<file path="src/design/svn_pkg.sv">
package svn_pkg;

	localparam int MAX_VERTICES = 4096;
	localparam int VIDX_W       = $clog2(MAX_VERTICES);
	localparam int CNT_W        = 13;
	localparam int POS_W        = 24;
	localparam int CORNER_W     = 32;
	localparam int ACC_W        = 64;
	localparam int DIFF_W       = POS_W + 1;
	localparam int FACE_W       = 2 * DIFF_W + 1;
	localparam int OUT_W        = 16;
	localparam int QUEUE_DEPTH  = 2;

	// item kinds on the input channel
	localparam logic [1:0] KIND_LOAD  = 2'd0;
	localparam logic [1:0] KIND_TRI   = 2'd1;
	localparam logic [1:0] KIND_QUERY = 2'd2;

	// classified operations in the queue
	localparam logic [1:0] OP_LOAD  = 2'd0;
	localparam logic [1:0] OP_TRI   = 2'd1;
	localparam logic [1:0] OP_QUERY = 2'd2;
	localparam logic [1:0] OP_QOOR  = 2'd3;

	typedef struct packed {
		logic [1:0]              op;
		logic [VIDX_W-1:0]       idx_a;
		logic [VIDX_W-1:0]       idx_b;
		logic [VIDX_W-1:0]       idx_c;
		logic signed [POS_W-1:0] px;
		logic signed [POS_W-1:0] py;
		logic signed [POS_W-1:0] pz;
	} cmd_t;

	typedef struct packed {
		logic clearing;
	} back_status_t;

endpackage

</file>
<file path="src/design/svn_item_if.sv">
interface svn_item_if;
	logic        valid;
	logic        ready;
	logic [1:0]  kind;
	logic [11:0] vertex_index;
	logic signed [23:0] pos_x;
	logic signed [23:0] pos_y;
	logic signed [23:0] pos_z;
	logic [31:0] corner_a;
	logic [31:0] corner_b;
	logic [31:0] corner_c;

	modport source (output valid, kind, vertex_index, pos_x, pos_y, pos_z,
		corner_a, corner_b, corner_c, input ready);
	modport sink (input valid, kind, vertex_index, pos_x, pos_y, pos_z,
		corner_a, corner_b, corner_c, output ready);
endinterface

</file>
<file path="src/design/svn_front.sv">
module svn_front import svn_pkg::*; (
	input  logic             clk,
	input  logic             arst_n,
	svn_item_if.sink         items,
	input  logic             cfg_wr_en,
	input  logic [CNT_W-1:0] cfg_wr_data,
	input  back_status_t     status,
	input  logic             q_full,
	output logic             q_push,
	output cmd_t             q_cmd
);
	localparam logic [CNT_W-1:0] MAXV = CNT_W'(MAX_VERTICES);

	logic [CNT_W-1:0]    vertex_count_q;
	logic [CNT_W-1:0]    eff_count;
	logic [CORNER_W-1:0] eff_wide;
	logic                tri_ok;
	logic                keep;

	always_ff @(posedge clk or negedge arst_n) begin
		if (!arst_n) begin
			vertex_count_q <= '0;
		end else if (cfg_wr_en) begin
			vertex_count_q <= cfg_wr_data;
		end
	end

	assign eff_count = (vertex_count_q > MAXV) ? MAXV : vertex_count_q;
	assign eff_wide  = CORNER_W'(eff_count);
	assign tri_ok    = (items.corner_a < eff_wide) && (items.corner_b < eff_wide)
		&& (items.corner_c < eff_wide);

	assign items.ready = !q_full && !status.clearing;

	// classify: drop bad triangles and unknown kinds here
	always_comb begin
		q_cmd.idx_a = VIDX_W'(items.vertex_index);
		q_cmd.idx_b = '0;
		q_cmd.idx_c = '0;
		q_cmd.px    = items.pos_x;
		q_cmd.py    = items.pos_y;
		q_cmd.pz    = items.pos_z;
		q_cmd.op    = OP_LOAD;
		keep        = 1'b0;
		case (items.kind)
			KIND_LOAD: begin
				keep = 1'b1;
			end
			KIND_TRI: begin
				q_cmd.op    = OP_TRI;
				q_cmd.idx_a = items.corner_a[VIDX_W-1:0];
				q_cmd.idx_b = items.corner_b[VIDX_W-1:0];
				q_cmd.idx_c = items.corner_c[VIDX_W-1:0];
				keep        = tri_ok;
			end
			KIND_QUERY: begin
				q_cmd.op = (CNT_W'(items.vertex_index) < eff_count) ? OP_QUERY : OP_QOOR;
				keep     = 1'b1;
			end
			default: begin
				keep = 1'b0;
			end
		endcase
	end

	assign q_push = items.valid && items.ready && keep;
endmodule

</file>
<file path="src/flat_wrapper.sv">
// flat-port wrapper written by rule: the top's interface ports become plain ports
module svn_front_flat import svn_pkg::*;
  (clk, arst_n, cfg_wr_en, cfg_wr_data, status, q_full, q_push, q_cmd, items_valid, items_kind, items_vertex_index, items_pos_x, items_pos_y, items_pos_z, items_corner_a, items_corner_b, items_corner_c, items_ready);
  svn_item_if items_i ();
  input  logic clk;
  input  logic arst_n;
  input  logic cfg_wr_en;
  input  logic [CNT_W-1:0] cfg_wr_data;
  input  back_status_t status;
  input  logic q_full;
  output logic q_push;
  output cmd_t q_cmd;
  input wire logic [$bits(items_i.valid)-1:0] items_valid;
  input wire logic [$bits(items_i.kind)-1:0] items_kind;
  input wire logic [$bits(items_i.vertex_index)-1:0] items_vertex_index;
  input wire logic [$bits(items_i.pos_x)-1:0] items_pos_x;
  input wire logic [$bits(items_i.pos_y)-1:0] items_pos_y;
  input wire logic [$bits(items_i.pos_z)-1:0] items_pos_z;
  input wire logic [$bits(items_i.corner_a)-1:0] items_corner_a;
  input wire logic [$bits(items_i.corner_b)-1:0] items_corner_b;
  input wire logic [$bits(items_i.corner_c)-1:0] items_corner_c;
  output wire logic [$bits(items_i.ready)-1:0] items_ready;
  assign items_i.valid = items_valid;
  assign items_i.kind = items_kind;
  assign items_i.vertex_index = items_vertex_index;
  assign items_i.pos_x = items_pos_x;
  assign items_i.pos_y = items_pos_y;
  assign items_i.pos_z = items_pos_z;
  assign items_i.corner_a = items_corner_a;
  assign items_i.corner_b = items_corner_b;
  assign items_i.corner_c = items_corner_c;
  assign items_ready = items_i.ready;
  svn_front u_core (.clk(clk), .arst_n(arst_n), .items(items_i), .cfg_wr_en(cfg_wr_en), .cfg_wr_data(cfg_wr_data), .status(status), .q_full(q_full), .q_push(q_push), .q_cmd(q_cmd));
endmodule
</file>
<file path="config.mk">
export PLATFORM = sky130hd
export DESIGN_NAME = svn_front_flat
export DESIGN_NICKNAME = d
export VERILOG_FILES = /design/src/design/svn_pkg.sv /design/src/design/svn_item_if.sv /design/src/design/svn_front.sv /design/src/flat_wrapper.sv
export SDC_FILE = /design/constraint.sdc
export NUM_CORES = 1
export LEC_CHECK = 0
export BUFFER_PORTS_ARGS = -buffer_cell sky130_fd_sc_hd__buf_2
export CORE_AREA = 2 2 120 122
export DETAILED_ROUTE_END_ITERATION = 8
export DIE_AREA = 0 0 122 124
export MAX_ROUTING_LAYER = met4
export PLACE_DENSITY = 0.51
export REMOVE_ABC_BUFFERS = 1
export SLEW_MARGIN = 0
export SYNTH_ARGS = -nofsm -noshare
export SYNTH_HDL_FRONTEND = slang
export SYNTH_SLANG_ARGS = --single-unit
</file>
<file path="constraint.sdc">
create_clock -name clk -period 2.8 [get_ports clk]
set_input_delay 0.56 -clock clk [delete_from_list [all_inputs] [get_ports clk]]
set_output_delay 0.56 -clock clk [all_outputs]
set_load 0.05 [all_outputs]
</file>
==> load_flow_metrics.sql <==
INSERT INTO impl_metrics (metric_group, metric, value, unit) VALUES
('global_route', 'first_global_vias', '2878', ''),
('timing', 'fmaxAchievable', '335', 'MHz'),
('setup_path', 'crit_top_cell', 'sky130_fd_sc_hd__buf_6', ''),
('synthesis', 'netlist_instances', '306', ''),
('final_layout', 'post_route_cells_drive_above_1_share', '64.5', '%'),
('synthesis', 'post-synth-top-count-cell', 'sky130_fd_sc_hd__buf_4', ''),
('setup_path', 'worst_path_largest_cell_delay', '440', 'ps'),
('clock_tree', 'cts.htree.levels', '1', ''),
('timing', 'finalCritPeriodShare', '107', '%'),
('routing', 'drtPass1Iterations', '4', ''),
('timing', 'setup_slack', '-189', 'ps'),
('timing', 'report.final.setup_viol', '2', ''),
('clock_tree', 'cts_inserted_buffers', '3', ''),
('global_route', 'grt_start_max_net_pins', '38', ''),
('synthesis', 'netlist_area', '2630', 'sq um'),
('final_layout', 'reg.largest.list', 'u_core.vertex_count_q (13)', ''),
('clock_tree', 'postCtsHoldBufs', '0', ''),
('synthesis', 'synth_top_area_share', '24.7', '%'),
('synthesis', 'synth_seq_cells', '13', ''),
('setup_path', 'end_kind', 'output port', ''),
('placement', 'io_buffer_count', '168', ''),
('synthesis', 'synth_commonest_cells', '72 x sky130_fd_sc_hd__buf_4, 52 x sky130_fd_sc_hd__ha_1, 24 x sky130_fd_sc_hd__and2_1, 24 x sky130_fd_sc_hd__mux2_2, 22 x sky130_fd_sc_hd__nand2_1', ''),
('setup_path', 'cp-start-kind', 'flop', ''),
('die', 'core_region_area', '13700', 'sq um'),
('die', 'design.die.area', '15100', 'sq um'),
('synthesis', 'edff_count_synth', '0', ''),
('clock_tree', 'clk-insertion-delay-late', '240', 'ps'),
('die', 'floorplan.die.width', '122', 'um'),
('power_and_ir_drop', 'peakVddDrop', '0.261', 'mV'),
('timing', 'slew_limit_headroom', '72.2', '%'),
('routing', 'routed_length_per_placed_instance', '27.7', 'um'),
('routing', 'drc_errors', '0', ''),
('setup_path', 'worstReg2RegStart', 'u_core.vertex_count_q[12]$_DFFE_PN0P_', ''),
('synthesis', 'post-synth-top-area-cell', 'sky130_fd_sc_hd__ha_1', ''),
('die', 'top_level_ports', '313', ''),
('final_layout', 'nFillCells', '1446', ''),
('global_route', 'globalRouteOverflowTotal', '0', ''),
('clock_tree', 'cts.reportedPaths.clkPinSlew', '50', 'ps'),
('timing', 'worst_clock_skew', '0', 'ps'),
('setup_path', 'crit_path_top_delay_cell', 'sky130_fd_sc_hd__dfrtp_2', ''),
('synthesis', 'yosys_warnings', '0', ''),
('power_and_ir_drop', 'power_per_cell_area', '310', 'nW/um^2'),
('power_and_ir_drop', 'leakagePower', '1.88', 'nW'),
('clock_tree', 'cts.sink_count', '13', ''),
('timing', 'final-max-slew-violation-count', '0', ''),
('setup_path', 'timing.critical_path.cells', 'clkinvlp_4 > buf_6 > nand2_2 > ha_1 > nand2_1 > nor2_1 > a2111oi_2 > o31a_1 > nor3_2 > o31ai_2 > buf_6', ''),
('placement', 'hpwl', '15600', 'um'),
('synthesis', 'synth_cell_type_count', '39', ''),
('clock_tree', 'cts.path.max_buffers', '2', ''),
('global_route', 'antenna_found_initial', '1', ''),
('clock_tree', 'clock_tree.root_cell', 'sky130_fd_sc_hd__clkbuf_16', ''),
('synthesis', 'async_reset_ff_share', '100', '%'),
('placement', 'dpl_cell_area', '3600', 'sq um'),
('routing', 'route.antenna.remaining_nets', '0', ''),
('routing', 'routed_wirelength', '17100', 'um'),
('outcome', 'run_status', 'finished, violations left', ''),
('routing', 'drtIter0Drc', '58', ''),
('timing', 'hold_violations', '0', ''),
('global_route', 'global_route_wire_length_before_repair', '21800', 'um'),
('setup_path', 'worstPathMaxFanout', '4', ''),
('final_layout', 'finalInstanceArea', '4050', 'sq um'),
('synthesis', 'yosys_most_used_dff', 'sky130_fd_sc_hd__dfrtp_1', ''),
('final_layout', 'flow.area_growth_from_synthesis', '54.0', '%'),
('setup_path', 'critPathArrivalTime', '2430', 'ps'),
('die', 'die_h', '124', 'um'),
('final_layout', 'largest_register_ffs', '13', ''),
('setup_path', 'crit_path_start', 'u_core.vertex_count_q[12]$_DFFE_PN0P_', ''),
('flow_run', 'maxCapViolCount', '0', ''),
('die', 'floorplan.rows', '43', ''),
('setup_path', 'critical_path_class', 'reg -> out', ''),
('outcome', 'violated_checks', 'negative setup slack', '');
repair_timing:
item | CTS | global route
buffers inserted | 4 | 0
pin swaps | 15 | 12
cloned | 1 | 0
gates resized for setup | 36 | 28
setup endpoints to repair | 2 | 2
final cells by class:
cell class / instances / area, sq um / share of cell area [%]
Inverter: 3 / 16.3 / 0.401
Clock buffer: 4 / 78.8 / 1.95
Sequential cell: 13 / 327 / 8.06
Antenna cell: 1 / 2.50 / 0.0618
Timing Repair inverter: 1 / 7.51 / 0.185
Tap cell: 180 / 225 / 5.56
Multi-Input combinational cell: 212 / 2020 / 49.9
Timing Repair Buffer: 204 / 1370 / 33.9
power breakdown:
group          leakage [nW]  internal, mW  total, mW  switching (mW)
clock network        0.0382         0.192      0.267          0.0755
logic                  1.69         0.361      0.764           0.403
registers             0.151         0.208      0.225          0.0171
final timing paths:
| check | to | slack, ps | cells past startpoint |
|---|---|---|---|
| hold reg to reg | u_core.vertex_count_q[3]$_DFFE_PN0P_ | 510 | 1 |
| setup reg to reg | u_core.vertex_count_q[12]$_DFFE_PN0P_ | 1790 | 4 |
| min in group clk | u_core.vertex_count_q[3]$_DFFE_PN0P_ | 510 | 1 |
| hold / removal | u_core.vertex_count_q[10]$_DFFE_PN0P_ | 210 | 1 |
| max in group asynchronous | u_core.vertex_count_q[12]$_DFFE_PN0P_ | 2330 | 1 |
| setup / recovery | q_push | -190 | 11 |
metrics by stage:
stage                     hold slack, ps  total power [mW]  TNS (ps)  util (%)  instances
after global routing                 233              1.35      -447      29.5        618
after floorplan                      264             0.562     -1060         -        228
after CTS                            220              1.22      -408      28.3        617
after detailed placement             476             0.891      -224      26.2        608
final                                209              1.26      -194      29.5        618
after global placement               470             0.880      -189      26.2        608
worst max-delay path: cells and delay by family, from the launching register on:
kind                     cells  cell delay (ps)
adder cells (fa/ha/maj)      1              270
flip-flops                   1              440
AND/OR/NAND/NOR              4              270
buffers and inverters        3              460
AO/OA/AOI/OAI                3              750
routing by layer:
layer / global-route usage [%] / vias up / routed length [um]
li1: - / 1307 / -
met1: 17.5 / 1203 / 4950
met2: 33.3 / 241 / 7240
met3: 26.6 / 12 / 4590
met4: 2.59 / 0 / 330
met5: - / - / 0
layout by cell type, fill, tap and decap left out, types with 7 or more instances in the layout:
cell and n:
sky130_fd_sc_hd__nor2_1 9, sky130_fd_sc_hd__dfrtp_1 12, sky130_fd_sc_hd__a21oi_1 7, sky130_fd_sc_hd__nand2_1 14, sky130_fd_sc_hd__nand4_1 7, sky130_fd_sc_hd__mux2_2 24
sky130_fd_sc_hd__buf_6 9, sky130_fd_sc_hd__nor4_1 9, sky130_fd_sc_hd__o21ai_1 7, sky130_fd_sc_hd__buf_12 15, sky130_fd_sc_hd__ha_1 39, sky130_fd_sc_hd__ha_4 11
sky130_fd_sc_hd__and2_1 24, sky130_fd_sc_hd__nand2_2 7, sky130_fd_sc_hd__buf_4 28, sky130_fd_sc_hd__buf_2 152
logic make-up after synthesis:
| kind of cell | count (synthesis) | synth area share (%) |
|---|---|---|
| buf+inv | 81 | 21.8 |
| fa+ha+maj | 52 | 24.7 |
| mux | 24 | 10.3 |
| simple gates | 94 | 20.8 |
| flops | 13 | 12.4 |
| compound gates | 42 | 10.0 |
No activity file was read; power rests on OpenSTA's default activity.
