## src/design/svn_pkg.sv

```systemverilog
package svn_pkg;

	localparam int MAX_VERTICES = 4096;
	localparam int VIDX_W       = $clog2(MAX_VERTICES);
	localparam int CNT_W        = 13;
	localparam int POS_W        = 24;
	localparam int CORNER_W     = 32;
	localparam int ACC_W        = 64;
	localparam int DIFF_W       = POS_W + 1;
	localparam int FACE_W       = 2 * DIFF_W + 1;
	localparam int OUT_W        = 16;
	localparam int QUEUE_DEPTH  = 2;

	// item kinds on the input channel
	localparam logic [1:0] KIND_LOAD  = 2'd0;
	localparam logic [1:0] KIND_TRI   = 2'd1;
	localparam logic [1:0] KIND_QUERY = 2'd2;

	// classified operations in the queue
	localparam logic [1:0] OP_LOAD  = 2'd0;
	localparam logic [1:0] OP_TRI   = 2'd1;
	localparam logic [1:0] OP_QUERY = 2'd2;
	localparam logic [1:0] OP_QOOR  = 2'd3;

	typedef struct packed {
		logic [1:0]              op;
		logic [VIDX_W-1:0]       idx_a;
		logic [VIDX_W-1:0]       idx_b;
		logic [VIDX_W-1:0]       idx_c;
		logic signed [POS_W-1:0] px;
		logic signed [POS_W-1:0] py;
		logic signed [POS_W-1:0] pz;
	} cmd_t;

	typedef struct packed {
		logic clearing;
	} back_status_t;

endpackage

```

## src/design/svn_queue.sv

```systemverilog
module svn_queue import svn_pkg::*; (
	input  logic clk,
	input  logic arst_n,
	input  logic push,
	input  cmd_t push_cmd,
	input  logic pop,
	output logic full,
	output logic head_valid,
	output cmd_t head
);
	localparam int PTR_W = (QUEUE_DEPTH > 1) ? $clog2(QUEUE_DEPTH) : 1;
	localparam logic [PTR_W:0]   DEPTH_C = (PTR_W + 1)'(QUEUE_DEPTH);
	localparam logic [PTR_W-1:0] LAST_C  = PTR_W'(QUEUE_DEPTH - 1);

	cmd_t             entry_q [QUEUE_DEPTH];
	logic [PTR_W-1:0] wr_ptr_q;
	logic [PTR_W-1:0] rd_ptr_q;
	logic [PTR_W:0]   count_q;
	logic             do_push;
	logic             do_pop;

	assign full       = (count_q == DEPTH_C);
	assign head_valid = (count_q != '0);
	assign head       = entry_q[rd_ptr_q];
	assign do_push    = push && !full;
	assign do_pop     = pop && head_valid;

	always_ff @(posedge clk) begin
		if (do_push) begin
			entry_q[wr_ptr_q] <= push_cmd;
		end
	end

	always_ff @(posedge clk or negedge arst_n) begin
		if (!arst_n) begin
			wr_ptr_q <= '0;
			rd_ptr_q <= '0;
			count_q  <= '0;
		end else begin
			if (do_push) begin
				wr_ptr_q <= (wr_ptr_q == LAST_C) ? '0 : wr_ptr_q + 1'b1;
			end
			if (do_pop) begin
				rd_ptr_q <= (rd_ptr_q == LAST_C) ? '0 : rd_ptr_q + 1'b1;
			end
			case ({do_push, do_pop})
				2'b10:   count_q <= count_q + 1'b1;
				2'b01:   count_q <= count_q - 1'b1;
				default: count_q <= count_q;
			endcase
		end
	end
endmodule

```

## config.mk

```make
export PLATFORM = sky130hd
export DESIGN_NAME = svn_queue
export DESIGN_NICKNAME = d
export VERILOG_FILES = /design/src/design/svn_pkg.sv /design/src/design/svn_queue.sv
export SDC_FILE = /design/constraint.sdc
export NUM_CORES = 1
export LEC_CHECK = 0
export ABC_AREA = 1
export BUFFER_PORTS_ARGS = -buffer_cell sky130_fd_sc_hd__buf_2
export CAP_MARGIN = 20
export CORE_MARGIN = 2
export CORE_UTILIZATION = 52
export CTS_BUF_LIST = sky130_fd_sc_hd__clkbuf_16
export CTS_CLUSTER_DIAMETER = 50
export DETAILED_ROUTE_END_ITERATION = 6
export PLACE_DENSITY_LB_ADDON = 0.08
export SETUP_SLACK_MARGIN = 0.02
export SKIP_LAST_GASP = 1
export SLEW_MARGIN = 25
export SYNTH_ARGS = -nofsm -noshare
export SYNTH_HDL_FRONTEND = slang
export SYNTH_SLANG_ARGS = --single-unit
```

## constraint.sdc

```tcl
create_clock -name clk -period 7.7 [get_ports clk]
set_clock_uncertainty 0.2 [all_clocks]
set_input_delay 0.77 -clock clk [delete_from_list [all_inputs] [get_ports clk]]
set_output_delay 0.77 -clock clk [all_outputs]
set_load 0.01 [all_outputs]
```

==> impl_metrics.yaml, run 1 <==
grt:
  via_count_of_the_first_global_routing_pass: 4946
  grt_max_degree: 85
  grt_pass1_wl_mm: 24.4
  antenna_found_initial: 5
  grt.total_usage_pct: 18.8
  remaining_global_route_overflow: 0
place:
  dp_hpwl_mm: 10.3
  placedInstanceArea_sq_um: 9510
  routabilityCongestion: 0.831
  buffer_ports.inserted: 225
  pre_cts_setup_slack_ns: 4.35
logic_synthesis:
  ys_seq_area_share_pct: 81.7
  synth.area.top_cells: "edfxtp_1, nand2_1, dfrtp_1"
  postSynthCellCount: 606
  synthesis_stage_register_bit_count: 224
  average_footprint_of_a_synthesized_cell_sq_um: 13.5
  postSynthNetCount: 721
  synth_area_leader_cell: "edfxtp_1"
  synth.cell_area_sq_um: 8210
  synth_largest_type_area_fraction_pct: 80.5
  async_reset_ff_share_pct: 1.79
  yosysUniqueCellTypes: 14
  dominantRegCellSynth: "edfxtp_1"
  synth.most_common_cell: "nand2_1"
  yosysWarningCount: 0
  synth.cells.most_frequent: "nand2_1, edfxtp_1, buf_2, buf_4, inv_1"
  synth_edf_count: 220
cts:
  cts_hold_buffers: 1
  cts_max_path_buffers: 3
  cts_buffers: 23
  clkTransAtPathRegs_ns: 0.06
  clk_latency_ns: 0.50
  tritoncts_clock_tree: "done"
  ctsRootBufferMaster: "clkbuf_16"
  cts-resized-gates: 0
  clkSinkCount: 224
  cts_max_level: 1
  cts_post_setup_buffers_inserted: 0
sta:
  final.min_clock_period_ns: 3.82
  tns_ns: 0
  rsz0062_at_grt: "no"
  slew_hr_pct: 41.0
  slew_at_the_pin_closest_to_its_max_slew_limit_ns: 0.885
  crit_share_post_route_pct: 49.7
  finalSetupViolCount: 0
  final_max_slew_viol_count: 0
  timing.fmax_mhz: 262
  final-hold-violation-count: 0
  final.setup.worst_slack_ns: 3.88
route:
  detail_route.iter0.violations: 294
  ant_nets: 0
  route.detailed.wl_per_inst_um: 15.3
  drtPass1Iterations: 5
  detailed_route_vias_per_instance: 4.80
  drc: 0
  dr_total_vias: 5128
  drt_wl_total_mm: 16.4
critical_path:
  crit_slowest_cell: "clkinv_2"
  critical_path_arrival_ns: 2.85
  startpoint_type_of_the_worst_setup_path: "flop"
  timing_worst_setup_path_type: "flop to output pin"
  cp_data_required_time_ns: 6.73
  crit_path_max_incr_delay_ns: 0.67
  critPathMaxFanout: 59
  setup.worst_path.end_class: "output pin"
  cp_cell_sequence: "clkinv_2 > buf_4 > nand2_1 > nand2_1 > buf_2"
  timing.critical_path.mode_cell: "nand2_1"
pwr:
  power_switching_share_pct: 32.8
  p_per_area_nw_per_um2: 394
  power.share.combinational_pct: 29.7
  power.switching_mw: 1.33
  post-layout-total-power_mw: 4.07
  clockPowerShare_pct: 27.4
  vdd.ir_drop.worst_v: 0.000310
  seq_power_share_pct: 42.9
  p_int_mw: 2.73
  leakagePower_nw: 4.48
floorplanning:
  floorplan.rows: 45
  width_of_the_die_um: 130
  floorplan.die.height_um: 130
  design.die.area_sq_um: 16800
  pin_count: 226
  core_region_area_sq_um: 15300
  initial_core_util_pct: 53.6
outcome:
  outcome: "finished clean"
cells_and_area:
  finalNetCount: 953
  layout_cells_sized_above_1_pct: 31.2
  syn_to_final_growth_pct: 25.7
  final.fill_count: 1152
  final_design_area_no_fill_sq_um: 10300
worst_hold_path:
  holdCritPathClass: "input pin to flop"
flow_run:
  timing.max_cap.violations: 0
[kinds of logic (layout without fill, tap and decap cells)]
| family | Yosys count | after routing | share of synthesized area (%) |
|---|---|---|---|
| adders and majority gates | 1 | 1 | 0.152 |
| other | 0 | 2 | 0 |
| and+or+nand+nor | 346 | 346 | 15.9 |
| DFF | 224 | 224 | 81.7 |
| AOI/OAI and AO/OA | 1 | 1 | 0.0609 |
| xor gates and xnor gates | 1 | 1 | 0.107 |
| buffers and inverters | 33 | 282 | 2.09 |
[layer usage]
metal  vias to the layer above  part of all wire, %  routed length, um  track usage (%)
met5                         -                 0.23                 38                0
met4                         6                  2.5                410             6.26
met3                        35                  9.8               1600             6.52
met2                       191                   49               7960             31.8
met1                      2379                   39               6380             23.0
li1                       2517                    -                  -                -
[cell usage in the layout, fill, tap and decap left out, drive strengths merged]
| cell type | n |
|---|---|
| o21ai | 1 |
| xnor2 | 1 |
| inv | 13 |
| edfxtp | 220 |
| nand2 | 340 |
| dfrtp | 4 |
| clkinvlp | 1 |
| nor2 | 2 |
| buf | 230 |
| nand3 | 3 |
| dlygate4sd3 | 1 |
| diode | 2 |
| bufinv | 4 |
| clkbuf | 23 |
| nand4 | 1 |
| ha | 1 |
| clkinv | 10 |
[area by class of cell]
type	instances	area (sq um)	area share [%]
inverter	9	37.5	0.364
clock buffer	23	576	5.58
timing repair buffer	231	1190	11.5
multi-input combinational	349	1340	13.0
clock inverter	19	198	1.92
sequential	224	6710	65.0
tap	211	264	2.56
antenna	2	5.00	0.0485
[flip-flops by register name, indices dropped and copies added (netlist names)]
| register | count |
|---|---|
| entry_q | 220 |
| count_q | 2 |
| rd_ptr_q | 1 |
| wr_ptr_q | 1 |
[path summary, 6_finish.rpt]
check | startpoint | to | slack, ns | cells past startpoint
worst min-delay path | push_cmd[95] | entry_q[0][95] | 0.26 | 1
min in group asynchronous | arst_n | count_q[1] | 0.43 | 2
worst max-delay path | rd_ptr_q | head[43] | 3.88 | 5
worst min register to register | wr_ptr_q | wr_ptr_q | 0.29 | 2
worst max register to register | count_q[1] | entry_q[1][29] | 4.97 | 4
max in group asynchronous | arst_n | rd_ptr_q | 6.73 | 2
[worst max-delay path: cells and delay by family (launching register included)]
kind                   cells  cell delay (ns)
buffers and inverters      3             1.41
and+or+nand+nor            2             0.20
DFF                        1             0.62
[power by group through the flow]
stage,sequential (mW),combinational (mW),clock (mW)
floorplan,1.77,0.745,0
global route,1.77,1.35,1.19
finish,1.74,1.21,1.12
global placement,1.77,1.20,0
detailed placement,1.78,1.22,0
CTS,1.75,1.23,1.13
[metrics by stage]
step / hold slack (ns) / cells / util (%)
after floorplan: 0.242 / 606 / -
after global placement: 0.254 / 1022 / 62.1
after detailed placement: 0.274 / 1022 / 62.1
after CTS: 0.241 / 1065 / 67.2
after global routing: 0.234 / 1067 / 67.4
final: 0.259 / 1068 / 67.4
Power figures use the tool's default switching activity.
==> inputs of run 2 (changes only) <==
- ABC_AREA: 1 -> 0
- CORE_UTILIZATION: 52 -> 47
- clock period: 7.7 -> 3.5 ns (I/O delays scaled with it)
==> impl_metrics.yaml, run 2 <==
route:
  route.detailed.wl_per_inst_um: 17.3
  ant_nets: 0
  detailed_route_vias_per_instance: 4.81
  detail_route.iter0.violations: 173
  drt_wl_total_mm: 16.7
  drc: 0
  drtPass1Iterations: 4
  dr_total_vias: 4619
floorplanning:
  width_of_the_die_um: 136
  initial_core_util_pct: 47.7
  floorplan.rows: 48
  floorplan.die.height_um: 136
  pin_count: 226
  core_region_area_sq_um: 17100
  design.die.area_sq_um: 18400
cts:
  cts_max_level: 1
  cts-resized-gates: 0
  cts_max_path_buffers: 3
  clkSinkCount: 224
  cts_buffers: 24
  clkTransAtPathRegs_ns: 0.06
  cts_post_setup_buffers_inserted: 0
  tritoncts_clock_tree: "done"
  clk_latency_ns: 0.50
  ctsRootBufferMaster: "clkbuf_16"
logic_synthesis:
  postSynthCellCount: 360
  synth.most_common_cell: "edfxtp_1"
  synth.area.top_cells: "edfxtp_1, mux2_2, buf_6"
  synth.cell_area_sq_um: 8170
  synth_largest_type_area_fraction_pct: 80.9
  yosysUniqueCellTypes: 15
  yosysWarningCount: 0
  dominantRegCellSynth: "edfxtp_1"
  synth_edf_count: 220
  postSynthNetCount: 475
  average_footprint_of_a_synthesized_cell_sq_um: 22.7
  ys_seq_area_share_pct: 82.1
  synth_area_leader_cell: "edfxtp_1"
  synth.cells.most_frequent: "edfxtp_1, mux2_2, buf_6, dfrtp_1, xnor2_1"
  async_reset_ff_share_pct: 1.79
  synthesis_stage_register_bit_count: 224
critical_path:
  timing_worst_setup_path_type: "flop to output pin"
  reg2reg_from: "count_q[0]"
  crit_slowest_cell: "dfrtp_4"
  critPathMaxFanout: 33
  startpoint: "rd_ptr_q"
  setup.worst_path.end_class: "output pin"
  cp_cell_sequence: "buf_4 > mux2_2 > buf_2"
  startpoint_type_of_the_worst_setup_path: "flop"
  critical_path_arrival_ns: 2.14
  ff2ff_path_depth: 4
  cp_data_required_time_ns: 2.95
  r2r_slack_ns: 1.31
  crit-reg2reg-capture: "entry_q[0][62]"
  critical_path.endpoint: "head[64]"
  crit_path_max_incr_delay_ns: 0.61
place:
  dp_hpwl_mm: 9.92
  buffer_ports.inserted: 225
  routabilityCongestion: 0.723
worst_hold_path:
  worst_hold_path.num_cells: 3
  holdCritPathClass: "input pin to flop"
grt:
  remaining_global_route_overflow: 0
  grt_max_degree: 65
  grt.total_usage_pct: 17.6
  grt_pass1_wl_mm: 24.7
  via_count_of_the_first_global_routing_pass: 4808
  antenna_found_initial: 0
flow_run:
  timing.max_cap.violations: 0
pwr:
  vdd.ir_drop.worst_v: 0.000532
  leakagePower_nw: 4.36
  p_per_area_nw_per_um2: 771
cells_and_area:
  largestRegisters: "entry_q: 220 flops, count_q: 2 flops"
  most_common_cell_after_layout_fill_and_taps_aside: "buf_2"
  largest_register_ffs: 220
  finalNetCount: 833
  syn_to_final_growth_pct: 39.8
  layout_cells_sized_above_1_pct: 51.3
  highest_count_cells_in_the_layout_ignoring_fill_and_taps: "buf_2, edfxtp_1, dlygate4sd3_1"
  registers.top_by_ff_count: "entry_q"
  antenna_cells: 0
outcome:
  outcome: "finished clean"
sta:
  timing.fmax_mhz: 372
  tns_ns: 0
  slew_hr_pct: 39.9
  rsz0062_at_grt: "no"
  crit_share_post_route_pct: 76.9
  final_max_slew_viol_count: 0
  finalSetupViolCount: 0
  final.min_clock_period_ns: 2.69
  final-hold-violation-count: 0
  slew_at_the_pin_closest_to_its_max_slew_limit_ns: 0.902
  fin_worst_hold_slack_ns: 0.0334
run 2: cell types whose count changed in the layout (fill, tap and decap cells not counted), moves of 2 or more:
cell           delta
mux2_2          +110
xnor2_1           +2
nand3_1           -3
diode_2           -2
inv_6             -2
clkbuf_16         +2
bufinv_16         -2
dlygate4sd3_1   +112
xor2_1            +2
nand2_1         -339
inv_1             -3
run 2: area by class of cell:
type                            instances  area (sq um)
Timing Repair Buffer                  344          2330
Tap cell                              225           282
Clock inverter                         18           125
Sequential cell                       224          6710
Multi-Input combinational cell        123          1350
Inverter                                1          3.75
Clock buffer                           25           626
Fill cell                            1222          5700
run 2: routing by layer:
layer / GRT usage [%] / share of wire [%] / wire length (um) / vias to the layer above
met5: 0 / 0 / 0 / -
met4: 5.38 / 2.9 / 477 / 0
met3: 4.96 / 7.3 / 1210 / 35
met2: 30.7 / 50 / 8330 / 175
met1: 21.4 / 40 / 6640 / 2243
li1: - / - / - / 2166
run 2: report_power, final:
| group | internal (mW) | total [mW] | switching [mW] |
|---|---|---|---|
| clock | 1.43 | 2.37 | 0.945 |
| combinational | 1.21 | 2.56 | 1.35 |
| sequential | 3.67 | 3.86 | 0.191 |
| total | 6.31 | 8.80 | 2.49 |
run 2: critical path: cells and delay by family (launching register included):
kind	cells	cell delay [ns]
buf+inv	2	0.60
flops	1	0.61
mux	1	0.40
run 2: worst min-delay path by stage:
stage | startpoint | end
4_1_cts | push | wr_ptr_q
3_5_place_dp | arst_n | wr_ptr_q
5_1_grt | push | wr_ptr_q
3_3_place_gp | arst_n | count_q[0]
2_1_floorplan | arst_n | count_q[0]
6_report | push | wr_ptr_q
run 2: through the flow:
stage	utilization, %	power, mW	worst slack [ns]	std cells	instance area (sq um)
finish	66.7	8.80	0.809	960	11400
detailed placement	55.7	6.41	1.31	804	9540
floorplan	-	5.52	0.591	360	8180
global route	66.7	9.22	0.697	960	11400
CTS	66.7	8.92	0.779	960	11400
global placement	55.7	6.35	1.36	804	9540
run 2: kinds of logic after synthesis:
logic type    Yosys count  share of synthesized area (%)
xor+xnor                5                          0.536
fa+ha+maj               1                          0.153
buf+inv                13                           1.55
flops                 224                           82.1
mux                   110                           15.2
simple gates            7                          0.475
run 2: what timing repair did:
action | in CTS | in global routing
setup endpoints to repair | 0 | 0
endpoints found under the hold margin | 225 | 0
hold buffers | 113 | 0
==> inputs of run 3 (changes only) <==
- ABC_AREA: 0 -> 1
- clock period: 3.5 -> 2.2 ns (I/O delays scaled with it)
==> impl_metrics.yaml, run 3 (synthesized netlist as in run 1, its figures left out) <==
floorplanning:
  width_of_the_die_um: 136
  initial_core_util_pct: 47.8
  core_region_area_sq_um: 17200
  floorplan.die.height_um: 136
  design.die.area_sq_um: 18500
  pin_count: 226
  floorplan.rows: 48
cells_and_area:
  finalNetCount: 1076
  antenna_cells: 0
  syn_to_final_growth_pct: 42.0
  registers.top_by_ff_count: "entry_q"
  largest_register_ffs: 220
  final.fill_count: 1291
  final_design_area_no_fill_sq_um: 11700
  highest_count_cells_in_the_layout_ignoring_fill_and_taps: "nand2_1, buf_2, edfxtp_1"
  layout_cells_sized_above_1_pct: 28.8
  most_common_cell_after_layout_fill_and_taps_aside: "nand2_1"
  largestRegisters: "entry_q: 220 flops, count_q: 2 flops"
critical_path:
  setup.worst_path.end_class: "output pin"
  critPathMaxFanout: 56
  cp_data_required_time_ns: 1.78
  startpoint_type_of_the_worst_setup_path: "flop"
  critical_path_arrival_ns: 1.66
  timing_worst_setup_path_type: "flop to output pin"
cts:
  cts_max_path_buffers: 3
  clkTransAtPathRegs_ns: 0.06
  cts_max_level: 1
  clkSinkCount: 224
  tritoncts_clock_tree: "done"
  clk_latency_ns: 0.50
  cts_buffers: 25
  ctsRootBufferMaster: "clkbuf_16"
grt:
  groute.layer.met3.usage_pct: 4.14
  remaining_global_route_overflow: 0
  grt.total_usage_pct: 18.6
  grt_max_degree: 112
  groute.layer.met2.usage_pct: 32.9
  via_count_of_the_first_global_routing_pass: 5664
  grt_pass1_wl_mm: 27.0
  met1_usage_pct: 22.8
  globalRoute.busiestLayer: "met2"
  antenna_found_initial: 0
place:
  buffer_ports.inserted: 225
  dp_hpwl_mm: 10.7
  routabilityCongestion: 0.769
  placedInstanceArea_sq_um: 9670
route:
  route.detailed.wl_per_inst_um: 15.3
  drtPass1Iterations: 7
  detail_route.iter0.violations: 326
  dr_total_vias: 5653
  drc: 0
  drt_wl_total_mm: 18.4
  ant_nets: 0
  detailed_route_vias_per_instance: 4.70
sta:
  slew_at_the_pin_closest_to_its_max_slew_limit_ns: 0.333
  final_max_slew_viol_count: 0
  slew_hr_pct: 77.6
  rsz0062_at_grt: "no"
  crit_share_post_route_pct: 94.3
  final-hold-violation-count: 0
  final.min_clock_period_ns: 2.08
  fin_worst_hold_slack_ns: 0.230
  timing.fmax_mhz: 482
  finalSetupViolCount: 0
outcome:
  outcome: "finished clean"
pwr:
  p_per_area_nw_per_um2: 1270
  leakagePower_nw: 5.03
  post-layout-total-power_mw: 14.8
  vdd.ir_drop.worst_v: 0.000851
flow_run:
  timing.max_cap.violations: 0
worst_hold_path:
  holdCritPathClass: "input pin to flop"
## run 3: changes by cell type in the layout (fill, tap and decap cells not counted), sizes merged, moves of 2 or more
| cell | previous run | this run |
|---|---|---|
| buf | 231 | 236 |
| clkinv | 10 | 13 |
| clkinvlp | 0 | 2 |
| inv | 7 | 12 |
| mux2 | 110 | 0 |
| nand2 | 1 | 340 |
| nand3 | 0 | 3 |
| xnor2 | 3 | 1 |
| xor2 | 2 | 0 |
## run 3: power by group
| group | leakage, nW | switching [mW] | internal [mW] |
|---|---|---|---|
| Clock | 0.391 | 1.63 | 2.32 |
| Sequential | 2.09 | 0.251 | 5.82 |
| Combinational | 2.55 | 3.09 | 1.74 |
## run 3: critical path, stage by stage (launching register included)
cell     delay (ns)
dfrtp_4        0.51
buf_16         0.29
nand2_1        0.08
nand2_1        0.11
buf_2          0.14
## run 3: final cells by class
cell class / instances / area (sq um) / share of cell area, %
clock buffer: 25 / 626 / 5.37
timing repair buffer: 351 / 2480 / 21.2
sequential: 224 / 6710 / 57.6
multi-input combinational: 349 / 1350 / 11.5
timing repair inverter: 1 / 8.76 / 0.0751
tap: 225 / 282 / 2.41
clock inverter: 19 / 159 / 1.36
inverter: 9 / 50.0 / 0.429
## run 3: what timing repair did
item                       CTS  global route
hold endpoints to repair   227             0
gates cloned                 0             2
gates resized for setup      2             3
hold buffers               114             0
setup endpoints to repair   91           102
setup buffers                0             1
## run 3: worst paths after layout
| path | from | to | slack [ns] | cells after the start |
|---|---|---|---|---|
| setup / recovery | rd_ptr_q | head[37] | 0.12 | 4 |
| hold / removal | push_cmd[6] | entry_q[1][6] | 0.23 | 2 |
| setup reg to reg | count_q[1] | entry_q[1][26] | 0.48 | 4 |
| hold reg to reg | count_q[1] | count_q[1] | 0.27 | 2 |
| max in group asynchronous | arst_n | rd_ptr_q | 1.16 | 3 |
| min in group asynchronous | arst_n | count_q[0] | 0.45 | 3 |
## run 3: metal layers
metal / share of wire [%] / up-vias
li1: - / 2758
met1: 41 / 2657
met2: 50 / 210
met3: 7.0 / 28
met4: 1.9 / 0
met5: 0 / -
## run 3: metrics by stage
step	setup TNS (ns)	worst slack [ns]	std cells	util, %
finish	0	0.124	1203	67.9
CTS	0	0.0166	1200	67.5
floorplan	-153.84	-0.717	606	-
global route	0	0.0307	1203	67.9
detailed placement	0	0.394	1042	56.3
global placement	0	0.415	1042	56.3
